==> config.mk <==
export PLATFORM = sky130hd
export DESIGN_NAME = ssaf_seq
export DESIGN_NICKNAME = d
export VERILOG_FILES = /design/src/rtl/core/ssaf_pkg.sv /design/src/rtl/core/ssaf_seq.sv
export SDC_FILE = /design/constraint.sdc
export NUM_CORES = 1
export LEC_CHECK = 0
export ABC_AREA = 1
export BUFFER_PORTS_ARGS = -buffer_cell sky130_fd_sc_hd__buf_2
export CELL_PAD_IN_SITES_DETAIL_PLACEMENT = 1
export CELL_PAD_IN_SITES_GLOBAL_PLACEMENT = 1
export CORE_AREA = 2 2 71 66
export DETAILED_ROUTE_END_ITERATION = 8
export DIE_AREA = 0 0 73 68
export GPL_TIMING_DRIVEN = 0
export PLACE_DENSITY_LB_ADDON = 0.1
export RECOVER_POWER = 100
export SETUP_SLACK_MARGIN = 0.5
export SLEW_MARGIN = 20
export SYNTH_ARGS = -nofsm -noshare
export SYNTH_HDL_FRONTEND = slang
export SYNTH_SLANG_ARGS = --single-unit
==> constraint.sdc <==
create_clock -name clk -period 1.9 [get_ports clk]
set_input_delay 0.38 -clock clk [delete_from_list [all_inputs] [get_ports clk]]
set_output_delay 0.38 -clock clk [all_outputs]
set_load 0.03 [all_outputs]
==> src/rtl/core/ssaf_pkg.sv <==
// Shared types and constants for the state-space audio filter.
// Holds the fixed-point formats, the sequencer states and the control words
// passed between the sequencer, the multiply-accumulate unit and the top level.
package ssaf_pkg;

  localparam int NODES_DEF    = 7;
  localparam int COEF_W_DEF   = 32;
  localparam int SAMPLE_W_DEF = 24;

  localparam int COEF_FRAC = 24;
  localparam int ACC_FRAC  = 56;

  // Wide enough for a node index at the largest supported node count of 16.
  localparam int ROW_FIELD_W = 4;

  typedef enum logic [0:0] {
    OP_SAMPLE = 1'b0,
    OP_LOAD   = 1'b1
  } op_t;

  typedef enum logic [2:0] {
    ST_IDLE,
    ST_RHS,
    ST_DRAIN_R,
    ST_VOLT,
    ST_DRAIN_V
  } state_t;

  typedef enum logic [1:0] {
    OPND_U,
    OPND_UPREV,
    OPND_V,
    OPND_R
  } opnd_sel_t;

  typedef struct packed {
    logic                   vld;
    logic                   first;
    logic                   last;
    logic                   neg;
    logic                   usel;
    logic                   dest_v;
    logic [ROW_FIELD_W-1:0] row;
  } mac_ctl_t;

  typedef struct packed {
    opnd_sel_t              sel;
    logic [ROW_FIELD_W-1:0] col;
  } opnd_req_t;

endpackage

==> src/rtl/core/ssaf_seq.sv <==
// Sequencer for the state-space audio filter: walks the right-hand side and the
// matrix-product phases, issuing one multiply-accumulate term per cycle.
// Depends on ssaf_pkg for states and control words.
module ssaf_seq #(
  parameter int NODES = ssaf_pkg::NODES_DEF,
  parameter int IDX_W = 7
) (
  input  logic                 clk,
  input  logic                 rst_n,
  input  logic                 start,
  input  logic                 mac_busy,
  input  logic                 out_free,
  output logic                 in_ready,
  output logic                 done,
  output logic [IDX_W-1:0]     rd_addr,
  output ssaf_pkg::opnd_req_t  opnd,
  output ssaf_pkg::mac_ctl_t   ctl
);

  localparam int ROW_W  = $clog2(NODES);
  localparam int TERM_W = $clog2(NODES + 2);
  localparam int OFS_B  = NODES * NODES;
  localparam int OFS_C  = 2 * NODES * NODES;
  localparam int OFS_D  = OFS_C + NODES;

  localparam logic [TERM_W-1:0] RHS_LAST  = TERM_W'(NODES + 1);
  localparam logic [TERM_W-1:0] VOLT_LAST = TERM_W'(NODES - 1);
  localparam logic [TERM_W-1:0] GAIN_CNT  = TERM_W'(2);
  localparam logic [ROW_W-1:0]  ROW_LAST  = ROW_W'(NODES - 1);

  ssaf_pkg::state_t    state_r, state_nxt;
  logic [ROW_W-1:0]    row_r, row_nxt;
  logic [TERM_W-1:0]   term_r, term_nxt;
  logic [IDX_W-1:0]    mat_r, mat_nxt;

  always_ff @(posedge clk) begin
    if (!rst_n) begin
      state_r <= ssaf_pkg::ST_IDLE;
      row_r   <= '0;
      term_r  <= '0;
      mat_r   <= '0;
    end else begin
      state_r <= state_nxt;
      row_r   <= row_nxt;
      term_r  <= term_nxt;
      mat_r   <= mat_nxt;
    end
  end

  always_comb begin
    state_nxt = state_r;
    row_nxt   = row_r;
    term_nxt  = term_r;
    mat_nxt   = mat_r;
    case (state_r)
      ssaf_pkg::ST_IDLE: begin
        if (start) begin
          state_nxt = ssaf_pkg::ST_RHS;
          row_nxt   = '0;
          term_nxt  = '0;
          mat_nxt   = IDX_W'(OFS_B);
        end
      end
      ssaf_pkg::ST_RHS: begin
        if (term_r >= GAIN_CNT) begin
          mat_nxt = mat_r + 1'b1;
        end
        if (term_r == RHS_LAST) begin
          term_nxt = '0;
          if (row_r == ROW_LAST) begin
            state_nxt = ssaf_pkg::ST_DRAIN_R;
          end else begin
            row_nxt = row_r + 1'b1;
          end
        end else begin
          term_nxt = term_r + 1'b1;
        end
      end
      ssaf_pkg::ST_DRAIN_R: begin
        if (!mac_busy) begin
          state_nxt = ssaf_pkg::ST_VOLT;
          row_nxt   = '0;
          term_nxt  = '0;
          mat_nxt   = '0;
        end
      end
      ssaf_pkg::ST_VOLT: begin
        mat_nxt = mat_r + 1'b1;
        if (term_r == VOLT_LAST) begin
          term_nxt = '0;
          if (row_r == ROW_LAST) begin
            state_nxt = ssaf_pkg::ST_DRAIN_V;
          end else begin
            row_nxt = row_r + 1'b1;
          end
        end else begin
          term_nxt = term_r + 1'b1;
        end
      end
      ssaf_pkg::ST_DRAIN_V: begin
        if (!mac_busy && out_free) begin
          state_nxt = ssaf_pkg::ST_IDLE;
        end
      end
      default: begin
        state_nxt = ssaf_pkg::ST_IDLE;
      end
    endcase
  end

  always_comb begin
    in_ready = 1'b0;
    done     = 1'b0;
    rd_addr  = mat_r;
    opnd     = '0;
    ctl      = '0;
    case (state_r)
      ssaf_pkg::ST_IDLE: begin
        in_ready = 1'b1;
      end
      ssaf_pkg::ST_RHS: begin
        ctl.vld   = 1'b1;
        ctl.first = (term_r == '0);
        ctl.last  = (term_r == RHS_LAST);
        ctl.neg   = (term_r >= GAIN_CNT);
        ctl.usel  = (term_r < GAIN_CNT);
        ctl.row   = ssaf_pkg::ROW_FIELD_W'(row_r);
        if (term_r == '0) begin
          rd_addr  = IDX_W'(OFS_C) + IDX_W'(row_r);
          opnd.sel = ssaf_pkg::OPND_U;
        end else if (term_r == TERM_W'(1)) begin
          rd_addr  = IDX_W'(OFS_D) + IDX_W'(row_r);
          opnd.sel = ssaf_pkg::OPND_UPREV;
        end else begin
          opnd.sel = ssaf_pkg::OPND_V;
          opnd.col = ssaf_pkg::ROW_FIELD_W'(term_r - GAIN_CNT);
        end
      end
      ssaf_pkg::ST_VOLT: begin
        ctl.vld    = 1'b1;
        ctl.first  = (term_r == '0);
        ctl.last   = (term_r == VOLT_LAST);
        ctl.dest_v = 1'b1;
        ctl.row    = ssaf_pkg::ROW_FIELD_W'(row_r);
        opnd.sel   = ssaf_pkg::OPND_R;
        opnd.col   = ssaf_pkg::ROW_FIELD_W'(term_r);
      end
      ssaf_pkg::ST_DRAIN_V: begin
        done = !mac_busy && out_free;
      end
      default: begin
        in_ready = 1'b0;
      end
    endcase
  end

endmodule

==> summary.txt <==
async set-reset flop share out of synthesis: 0
H-tree depth: 1
num rows: 23
Finished Layout Cells: 386
Max Cap Viol: 0
Setup Skew: 21.25 ps
Starting DRT DRC Count: 228
global route overflow: 0
Seq cells post-synth: 17
Mean Syn Cell Area: 6.333 um^2
Post-synth EDFFs: 0
min cycle time layout: 2240 ps
Critical Path AT: 1860 ps
gp weighted congestion: 0.8256
HP Class: input pin to register
Critical Path Source Type: register
final wirelength: 10070 um
Avg WL per Cell: 26.08 um
layout cells sized above 1: 0.6458
CTS tree: yes
Crit path required time: 1520 ps
Synth Cell Area: 1545 um^2
CP max stage delay: 330 ps
Die Span Y: 68 um
DIE WIDTH: 73 um
slowest CP cell: dfxtp_2
Ys Warns: 0
Setup-failing EPs final: 15
worst-path maximum fanout: 5
PortBufs: 28
CP endpoint kind: output port
clk sinks: 17
placed cells: 322
Final Hold Fails: 0
Setup TNS Final: -3228 ps
DRC violations left: 0
synth cell count leaders: nand2_1 (56), nor2_1 (38), inv_1 (28)
top cells by area, synth: dfxtp_1 (22%), nand2_1 (14%), nor2_1 (9.2%)
pwr/cell area: 1638 nW/um^2
total core area: 4288 um^2
worst setup margin: -339.6 ps
Main synth FF type: dfxtp_1
register area share after synthesis: 0.2202
first-pass GRT wire length: 11100 um
max-slew violations: 0
antenna violations before repair: 0
FMAX: 0.4465 GHz
Synthesized Nets: 260
n_diodes: 0
Worst Hold Depth: 3
critical path type: register to output port
Max clock buf depth: 2
Root Buffer: clkbuf_8
top cell type's share of synthesized area: 0.2202
Worst slew margin: 0.5022
final core occ: 0.7374
Peak VDD IR: 971.9 uV
FF-to-FF path depth: 12
Vias: 2258
area leader, netlist: dfxtp_1
crit path cell chain: buf_6 -> nor2_4 -> inv_2 -> nor2_4 -> buf_4 -> o21ai_2 -> o21ai_1 -> nand2_1 -> o21ai_2 -> buf_6
failing checks: setup timing
first-pass detailed-route iteration total: 4
Synth Instances: 244
worst slew pin tran: 746.7 ps
Post-Place Worst Slack: -39.60 ps
Starting Density: 0.3604
total track usage: 0.3027
largest net degree at the start of global routing: 11
nets: 353
Final ANT Viol Nets: 0
vias per cell: 5.850
Leak: 0.001397 uW
vias in the first global route: 2095
outcome: finished with violations
CTS Buf Count: 3
most frequent cell after synthesis: nand2_1
unrepaired setup endpoints after global routing: yes
I/O Pins: 30
hold slack: 453.8 ps
Layout area overhead: 104.6%
worst skew pair latency: 280 ps
die area: 4964 um^2
Reg clk slew, reported paths: 90 ps
distinct cell type count after synthesis: 34
Tcrit/Tclk final: 1.179
DP Wirelength: 3650 um
[layer usage]
layer  track usage  share of wire  up-vias
li1              -              -      959
met1        0.3736           0.38     1125
met2        0.5462           0.52      124
met3       0.04566          0.052       50
met4       0.08333          0.050        0
met5             0              0        -
[flip-flops by register name, summed over array words and instances (netlist names)]
signal,cells
mat_r,7
row_r,3
state_r,3
term_r,4
[worst max-delay path, delay by kind of cell, from the launching register on]
family	cells	cell delay, ps
buffers and inverters	4	500
AND/OR/NAND/NOR	3	450
flip-flops	1	330
AO/OA/AOI/OAI	3	310
[path summary, 6_finish.rpt]
check	start	to	slack (ps)
hold / removal	rst_n	mat_r[5]	450
setup reg to reg	term_r[0]	row_r[1]	-40
hold reg to reg	row_r[2]	row_r[2]	560
setup / recovery	term_r[3]	rd_addr[3]	-340
[logic make-up (layout without fill, tap and decap cells)]
logic type,Yosys count,in the layout,share of synthesized area
simple gates,143,143,0.4381
buf+inv,41,133,0.1295
compound gates,28,28,0.1036
flops,17,17,0.2202
fa+ha+maj,11,11,0.08907
xor+xnor,3,3,0.01701
other cells,1,1,0.002427
[per-stage QoR]
stage | area, um^2 | power, uW
detailed placement | 1969 | 2731
floorplan | 1767 | 2223
CTS | 2831 | 4206
global route | 3162 | 5333
global placement | 1969 | 2693
finish | 3162 | 5178
[final cells by class]
class | count | area [um^2]
Tap cell | 50 | 62.56
Clock buffer | 4 | 45.04
Inverter | 32 | 168.9
Timing Repair Buffer | 88 | 854.6
Sequential cell | 17 | 356.6
Fill cell | 472 | 1126
Multi-Input combinational cell | 186 | 1565
Buffer | 9 | 108.9
[cells in the final DEF (no fill, tap or decap), drive strengths merged]
| cell | n |
|---|---|
| o21ai | 8 |
| o211ai | 2 |
| a21oi | 13 |
| clkbuf | 6 |
| ha | 11 |
| nand3 | 29 |
| o22ai | 4 |
| buf | 95 |
| dfxtp | 17 |
| or2 | 2 |
| xor2 | 2 |
| conb | 1 |
| xnor2 | 1 |
| nor2 | 47 |
| nor3 | 1 |
| nand2 | 59 |
| nor3b | 1 |
| inv | 31 |
| nor4 | 1 |
| nand4 | 2 |
| a22oi | 1 |
| clkinvlp | 1 |
| nand3b | 1 |
[where the power goes]
group	leakage (uW)	switching, uW	internal (uW)
Combinational	0.00123	2530	1740
Sequential	0.000143	140	465
Clock	0.0000228	153	150
[repair_timing]
item	4_1_cts	5_1_grt
pin swaps	32	28
endpoints found under the setup margin	38	41
cloned	1	0
gates resized for setup	125	51
hold buffers	0	0
buffers inserted	43	16
Power figures use the tool's default switching activity.
