<file path="src/rtl/core/ssaf_pkg.sv">
// Shared types and constants for the state-space audio filter.
// Holds the fixed-point formats, the sequencer states and the control words
// passed between the sequencer, the multiply-accumulate unit and the top level.
package ssaf_pkg;

  localparam int NODES_DEF    = 7;
  localparam int COEF_W_DEF   = 32;
  localparam int SAMPLE_W_DEF = 24;

  localparam int COEF_FRAC = 24;
  localparam int ACC_FRAC  = 56;

  // Wide enough for a node index at the largest supported node count of 16.
  localparam int ROW_FIELD_W = 4;

  typedef enum logic [0:0] {
    OP_SAMPLE = 1'b0,
    OP_LOAD   = 1'b1
  } op_t;

  typedef enum logic [2:0] {
    ST_IDLE,
    ST_RHS,
    ST_DRAIN_R,
    ST_VOLT,
    ST_DRAIN_V
  } state_t;

  typedef enum logic [1:0] {
    OPND_U,
    OPND_UPREV,
    OPND_V,
    OPND_R
  } opnd_sel_t;

  typedef struct packed {
    logic                   vld;
    logic                   first;
    logic                   last;
    logic                   neg;
    logic                   usel;
    logic                   dest_v;
    logic [ROW_FIELD_W-1:0] row;
  } mac_ctl_t;

  typedef struct packed {
    opnd_sel_t              sel;
    logic [ROW_FIELD_W-1:0] col;
  } opnd_req_t;

endpackage

</file>
<file path="src/rtl/core/ssaf_mac.sv">
// Shared multiply-accumulate unit: registered product, exact wide accumulator,
// then rounding to 24 fraction bits and saturation on the last term of a row.
// Depends on ssaf_pkg for the fixed-point formats and the control word.
module ssaf_mac #(
  parameter int NODES    = ssaf_pkg::NODES_DEF,
  parameter int COEF_W   = ssaf_pkg::COEF_W_DEF,
  parameter int SAMPLE_W = ssaf_pkg::SAMPLE_W_DEF,
  parameter int OPND_W   = ssaf_pkg::COEF_W_DEF
) (
  input  logic                      clk,
  input  logic                      rst_n,
  input  ssaf_pkg::mac_ctl_t        ctl_in,
  input  logic signed [COEF_W-1:0]  coef,
  input  logic signed [OPND_W-1:0]  opnd,
  output logic                      busy,
  output ssaf_pkg::mac_ctl_t        wb_ctl,
  output logic signed [COEF_W-1:0]  wb_value
);

  localparam int PROD_W = COEF_W + OPND_W;
  localparam int VSH    = ssaf_pkg::ACC_FRAC - 2 * ssaf_pkg::COEF_FRAC;
  localparam int USH    = ssaf_pkg::ACC_FRAC - ssaf_pkg::COEF_FRAC - (SAMPLE_W - 1);
  localparam int MAX_SH = (VSH > USH) ? VSH : USH;
  localparam int ACC_W  = PROD_W + MAX_SH + $clog2(NODES + 2) + 1;
  localparam int RND_SH = ssaf_pkg::ACC_FRAC - ssaf_pkg::COEF_FRAC;
  localparam int Q_W    = ACC_W - RND_SH;

  ssaf_pkg::mac_ctl_t        ctl1_r, ctl2_r, ctl3_r;
  logic signed [PROD_W-1:0]  prod_r;
  logic signed [ACC_W-1:0]   acc_r, acc_nxt;
  logic signed [ACC_W-1:0]   term;
  logic signed [ACC_W-1:0]   acc_base;
  logic signed [ACC_W-1:0]   rnd;
  logic        [Q_W-1:0]     q;
  logic        [Q_W-COEF_W:0] q_hi;

  always_ff @(posedge clk) begin
    if (!rst_n) begin
      ctl1_r <= '0;
      ctl2_r <= '0;
      ctl3_r <= '0;
    end else begin
      ctl1_r <= ctl_in;
      ctl2_r <= ctl1_r;
      ctl3_r <= ctl2_r;
    end
  end

  always_ff @(posedge clk) begin
    prod_r <= coef * opnd;
    if (ctl2_r.vld) begin
      acc_r <= acc_nxt;
    end
  end

  always_comb begin
    if (ctl2_r.usel) begin
      term = ACC_W'(prod_r) <<< USH;
    end else begin
      term = ACC_W'(prod_r) <<< VSH;
    end
    acc_base = ctl2_r.first ? '0 : acc_r;
    acc_nxt  = ctl2_r.neg ? (acc_base - term) : (acc_base + term);
  end

  always_comb begin
    rnd  = acc_r + (ACC_W'(1) <<< (RND_SH - 1));
    q    = rnd[ACC_W-1:RND_SH];
    q_hi = q[Q_W-1:COEF_W-1];
    if ((q_hi == '0) || (q_hi == '1)) begin
      wb_value = q[COEF_W-1:0];
    end else if (q[Q_W-1]) begin
      wb_value = {1'b1, {(COEF_W - 1){1'b0}}};
    end else begin
      wb_value = {1'b0, {(COEF_W - 1){1'b1}}};
    end
  end

  always_comb begin
    wb_ctl     = ctl3_r;
    wb_ctl.vld = ctl3_r.vld & ctl3_r.last;
    busy       = ctl1_r.vld | ctl2_r.vld | ctl3_r.vld;
  end

endmodule

</file>
<file path="config.mk">
export PLATFORM = sky130hd
export DESIGN_NAME = ssaf_mac
export DESIGN_NICKNAME = d
export VERILOG_FILES = /design/src/rtl/core/ssaf_pkg.sv /design/src/rtl/core/ssaf_mac.sv
export SDC_FILE = /design/constraint.sdc
export NUM_CORES = 2
export LEC_CHECK = 0
export BUFFER_PORTS_ARGS = -buffer_cell sky130_fd_sc_hd__buf_2
export CORE_MARGIN = 5
export CORE_UTILIZATION = 24
export DETAILED_ROUTE_END_ITERATION = 12
export SYNTH_ARGS = -nofsm -noshare
export SYNTH_HDL_FRONTEND = slang
export SYNTH_SLANG_ARGS = --single-unit
export TNS_END_PERCENT = 20
</file>
<file path="constraint.sdc">
create_clock -name clk -period 8.9 [get_ports clk]
set_input_delay 0.445 -clock clk [delete_from_list [all_inputs] [get_ports clk]]
set_output_delay 0.445 -clock clk [all_outputs]
set_load 0.02 [all_outputs]
</file>
==> impl_metrics.prom <==
# TYPE chip_impl_metric gauge
chip_impl_metric{name="critical_path_data_arrival_time",unit="ps"} 8500
chip_impl_metric{name="clock_transition_at_the_registers_of_the_reported_paths",unit="ps"} 80
chip_impl_metric{name="dr.first_iter.drc_count",unit=""} 2563
chip_impl_metric{name="post-route-cell-area",unit="um^2"} 53000
chip_impl_metric{name="total_grt_usage",unit=""} 0.132
chip_impl_metric{name="die_h",unit="um"} 462
chip_impl_metric{name="clock_path_buffers",unit=""} 2
chip_impl_metric{name="timing.slew.headroom",unit=""} 0.245
chip_impl_metric{name="max_cap_check_violation_count",unit=""} 0
chip_impl_metric{name="drc",unit=""} 0
chip_impl_metric{name="drive_gt1_frac",unit=""} 0.0522
chip_impl_metric{name="period_minus_slack",unit="ps"} 8120
chip_impl_metric{name="clock.fmax",unit="GHz"} 0.123
chip_impl_metric{name="grt_first_pass_wirelength",unit="um"} 223000
chip_impl_metric{name="placementRows",unit=""} 165
chip_impl_metric{name="area.sequential",unit="um^2"} 3990
chip_impl_metric{name="yosys.area.top_type_share",unit=""} 0.442
chip_impl_metric{name="synth.avg_cell_area",unit="um^2"} 8.96
chip_impl_metric{name="cts.sink_count",unit=""} 164
chip_impl_metric{name="final_nets",unit=""} 6802
chip_impl_metric{name="syn-instance-count",unit=""} 5468
chip_impl_metric{name="report.final.setup_viol",unit=""} 0
chip_impl_info{name="post_synth_main_area_contributors",value="fa_1 44%, inv_1 7.8%, and2_1 7.2%"} 1
chip_impl_metric{name="number_of_distinct_library_cells_after_synthesis",unit=""} 88
chip_impl_metric{name="finalHoldViolCount",unit=""} 0
chip_impl_metric{name="post_drt_wl_per_cell",unit="um"} 17.2
chip_impl_metric{name="initial_antenna_violation_count",unit=""} 21
chip_impl_metric{name="ios",unit=""} 119
chip_impl_info{name="layout_common_cells",value="1082 x fa_1, 1018 x inv_1, 619 x nand2_1"} 1
chip_impl_info{name="cts-root-buf",value="clkbuf_16"} 1
chip_impl_info{name="run_status",value="completed"} 1
chip_impl_metric{name="via_per_inst",unit=""} 4.53
chip_impl_metric{name="synth-async-reset-ratio",unit=""} 0
chip_impl_metric{name="cts-resized-gates",unit=""} 0
chip_impl_metric{name="mappedNetlistNets",unit=""} 6881
chip_impl_metric{name="antenna_left",unit=""} 0
chip_impl_metric{name="final-max-slew-violation-count",unit=""} 0
chip_impl_metric{name="fin_skew",unit="ps"} 17.7
chip_impl_metric{name="placeableCoreArea",unit="um^2"} 203000
chip_impl_metric{name="timing.final.crit_share",unit=""} 0.913
chip_impl_metric{name="clock_insertion_delay_worst_skew",unit="ps"} 480
chip_impl_metric{name="grt-ovfl-total",unit=""} 0
chip_impl_metric{name="cts_hold_buffers",unit=""} 0
chip_impl_info{name="synth_flop_cell",value="dfxtp_1"} 1
chip_impl_info{name="worstSetupEndpointType",value="flop"} 1
chip_impl_info{name="critical_path.startpoint_type",value="input pin"} 1
chip_impl_metric{name="place_area",unit="um^2"} 52400
chip_impl_metric{name="die_area",unit="um^2"} 213000
chip_impl_metric{name="timing.setup.tns",unit="ps"} 0
chip_impl_metric{name="num-fill-cells",unit=""} 21700
chip_impl_metric{name="ys_seq_area_frac",unit=""} 0.0813
chip_impl_metric{name="worst_slew_pin_slew",unit="ps"} 1100
chip_impl_metric{name="first_global_vias",unit=""} 39500
chip_impl_info{name="yosysTopAreaCell",value="fa_1"} 1
chip_impl_info{name="tritoncts",value="built"} 1
chip_impl_metric{name="worstPathMaxFanout",unit=""} 25
chip_impl_metric{name="crit_required",unit="ps"} 9270
chip_impl_metric{name="drt-total-wl",unit="um"} 139000
chip_impl_metric{name="place.gp.congestion",unit=""} 0.887
chip_impl_metric{name="cts_post_setup_buffers_inserted",unit=""} 0
chip_impl_metric{name="netlist_area",unit="um^2"} 49000
chip_impl_metric{name="detail_route.first_pass.iterations",unit=""} 5
chip_impl_metric{name="io_buffers",unit=""} 118
chip_impl_metric{name="hpwl",unit="um"} 116000
chip_impl_metric{name="synthToLayoutAreaGrowth",unit="%"} 8.19
chip_impl_metric{name="routed-via-count",unit=""} 36600
chip_impl_info{name="mostFrequentLayoutCell",value="fa_1"} 1
chip_impl_metric{name="synth_enable_flop_cells",unit=""} 70
chip_impl_metric{name="die_x",unit="um"} 462
chip_impl_metric{name="yosys_register_bits",unit=""} 164
chip_impl_metric{name="initial_core_util",unit=""} 0.242
chip_impl_metric{name="multi_input_comb_area",unit="um^2"} 40000
chip_impl_metric{name="maximum_number_of_pins_on_one_net_before_global_route_repair",unit=""} 89
chip_impl_metric{name="ctsHtreeMaxLevel",unit=""} 4
chip_impl_metric{name="ys.warnings.count",unit=""} 0
chip_impl_info{name="rsz0062_at_grt",value="false"} 1
chip_impl_info{name="crit_type",value="in2reg"} 1
chip_impl_metric{name="cts_made_buffers",unit=""} 17
chip_impl_info{name="hold_path_class",value="in2reg"} 1
-- per-layer routing --
metal | track usage | routed length (um)
met1 | 0.183 | 63600
met2 | 0.205 | 60700
met3 | 0.0348 | 11200
met4 | 0.0343 | 3730
met5 | 0 | 82
-- critical path: stages --
cell     delay, ps
buf_2          510
buf_4          300
nand2_1        100
inv_1          150
fa_1           470
fa_1           500
fa_1           680
buf_4          240
inv_1           80
fa_1           510
inv_1           60
fa_1           470
fa_1           510
fa_1           490
inv_1           50
fa_1           490
inv_1           40
ha_1           440
nand2_1        110
o21ai_0        300
a21o_1         170
a21oi_1         60
o21a_1         210
o31ai_1        380
nor3_1          90
a21oi_1        330
a31oi_1        160
xnor2_1        140
-- flip-flops by register name, summed over array words and instances, names as in the netlist --
signal  flops
wb_ctl      9
ctl2_r     10
prod_r     64
ctl3_r      1
acc_r      70
ctl1_r     10
-- path summary, 6_finish.rpt --
kind | start | to | slack [ps] | cells after the start
worst min-delay path | ctl_in[2] | ctl1_r[2] | 170 | 2
worst min register to register | ctl2_r[0] | wb_ctl[0] | 430 | 1
worst max register to register | ctl2_r[5] | acc_r[70] | 1930 | 20
worst max-delay path | opnd[2] | prod_r[59] | 780 | 28
-- stage by stage --
step | instances | setup slack [ps] | hold WS (ps) | util
final | 8083 | 776 | 175 | 0.262
after floorplan | 5468 | 1150 | 412 | -
after global routing | 8077 | 397 | 152 | 0.262
after detailed placement | 8042 | 327 | 421 | 0.259
after CTS | 8074 | 840 | 138 | 0.261
after global placement | 8042 | 378 | 414 | 0.259
-- cells in the mapped netlist, types with 9 or more instances --
cell type	number
o22ai_1	10
a31oi_1	30
nand3_1	69
o31ai_1	12
nor4_1	14
nor2b_1	90
xor2_1	93
fa_1	1082
o221ai_1	17
edfxtp_1	70
buf_4	11
and2_1	566
inv_1	1018
and3_1	20
nor2_1	198
o211ai_1	17
o21ai_0	98
a211oi_1	17
a21o_1	86
nand2_1	619
ha_1	255
o21a_1	20
o21bai_1	16
clkbuf_1	283
dfxtp_1	94
buf_1	9
or3_1	13
a21oi_1	240
nor3_1	40
and4_1	10
xnor2_1	114
nand2b_1	32
nand4_1	40
mux2i_1	37
a21boi_0	9
-- kinds of logic after synthesis --
family / Yosys count / share of synthesized area
buf+inv: 1325 / 0.102
flops: 164 / 0.0813
xor+xnor: 207 / 0.0370
mux: 43 / 0.00893
compound gates: 637 / 0.0813
simple gates: 1755 / 0.182
fa+ha+maj: 1337 / 0.507
-- cell type report --
class | count | area share
inverter | 1020 | 0.0722
timing repair buffer | 207 | 0.0237
clock buffer | 19 | 0.00856
multi-input combinational | 3979 | 0.755
sequential | 164 | 0.0753
clock inverter | 13 | 0.00203
antenna | 9 | 0.000425
tap | 2672 | 0.0630
Power is not shown: default switching activity piles up to over one toggle a cycle in this logic, so the estimate is an artifact.
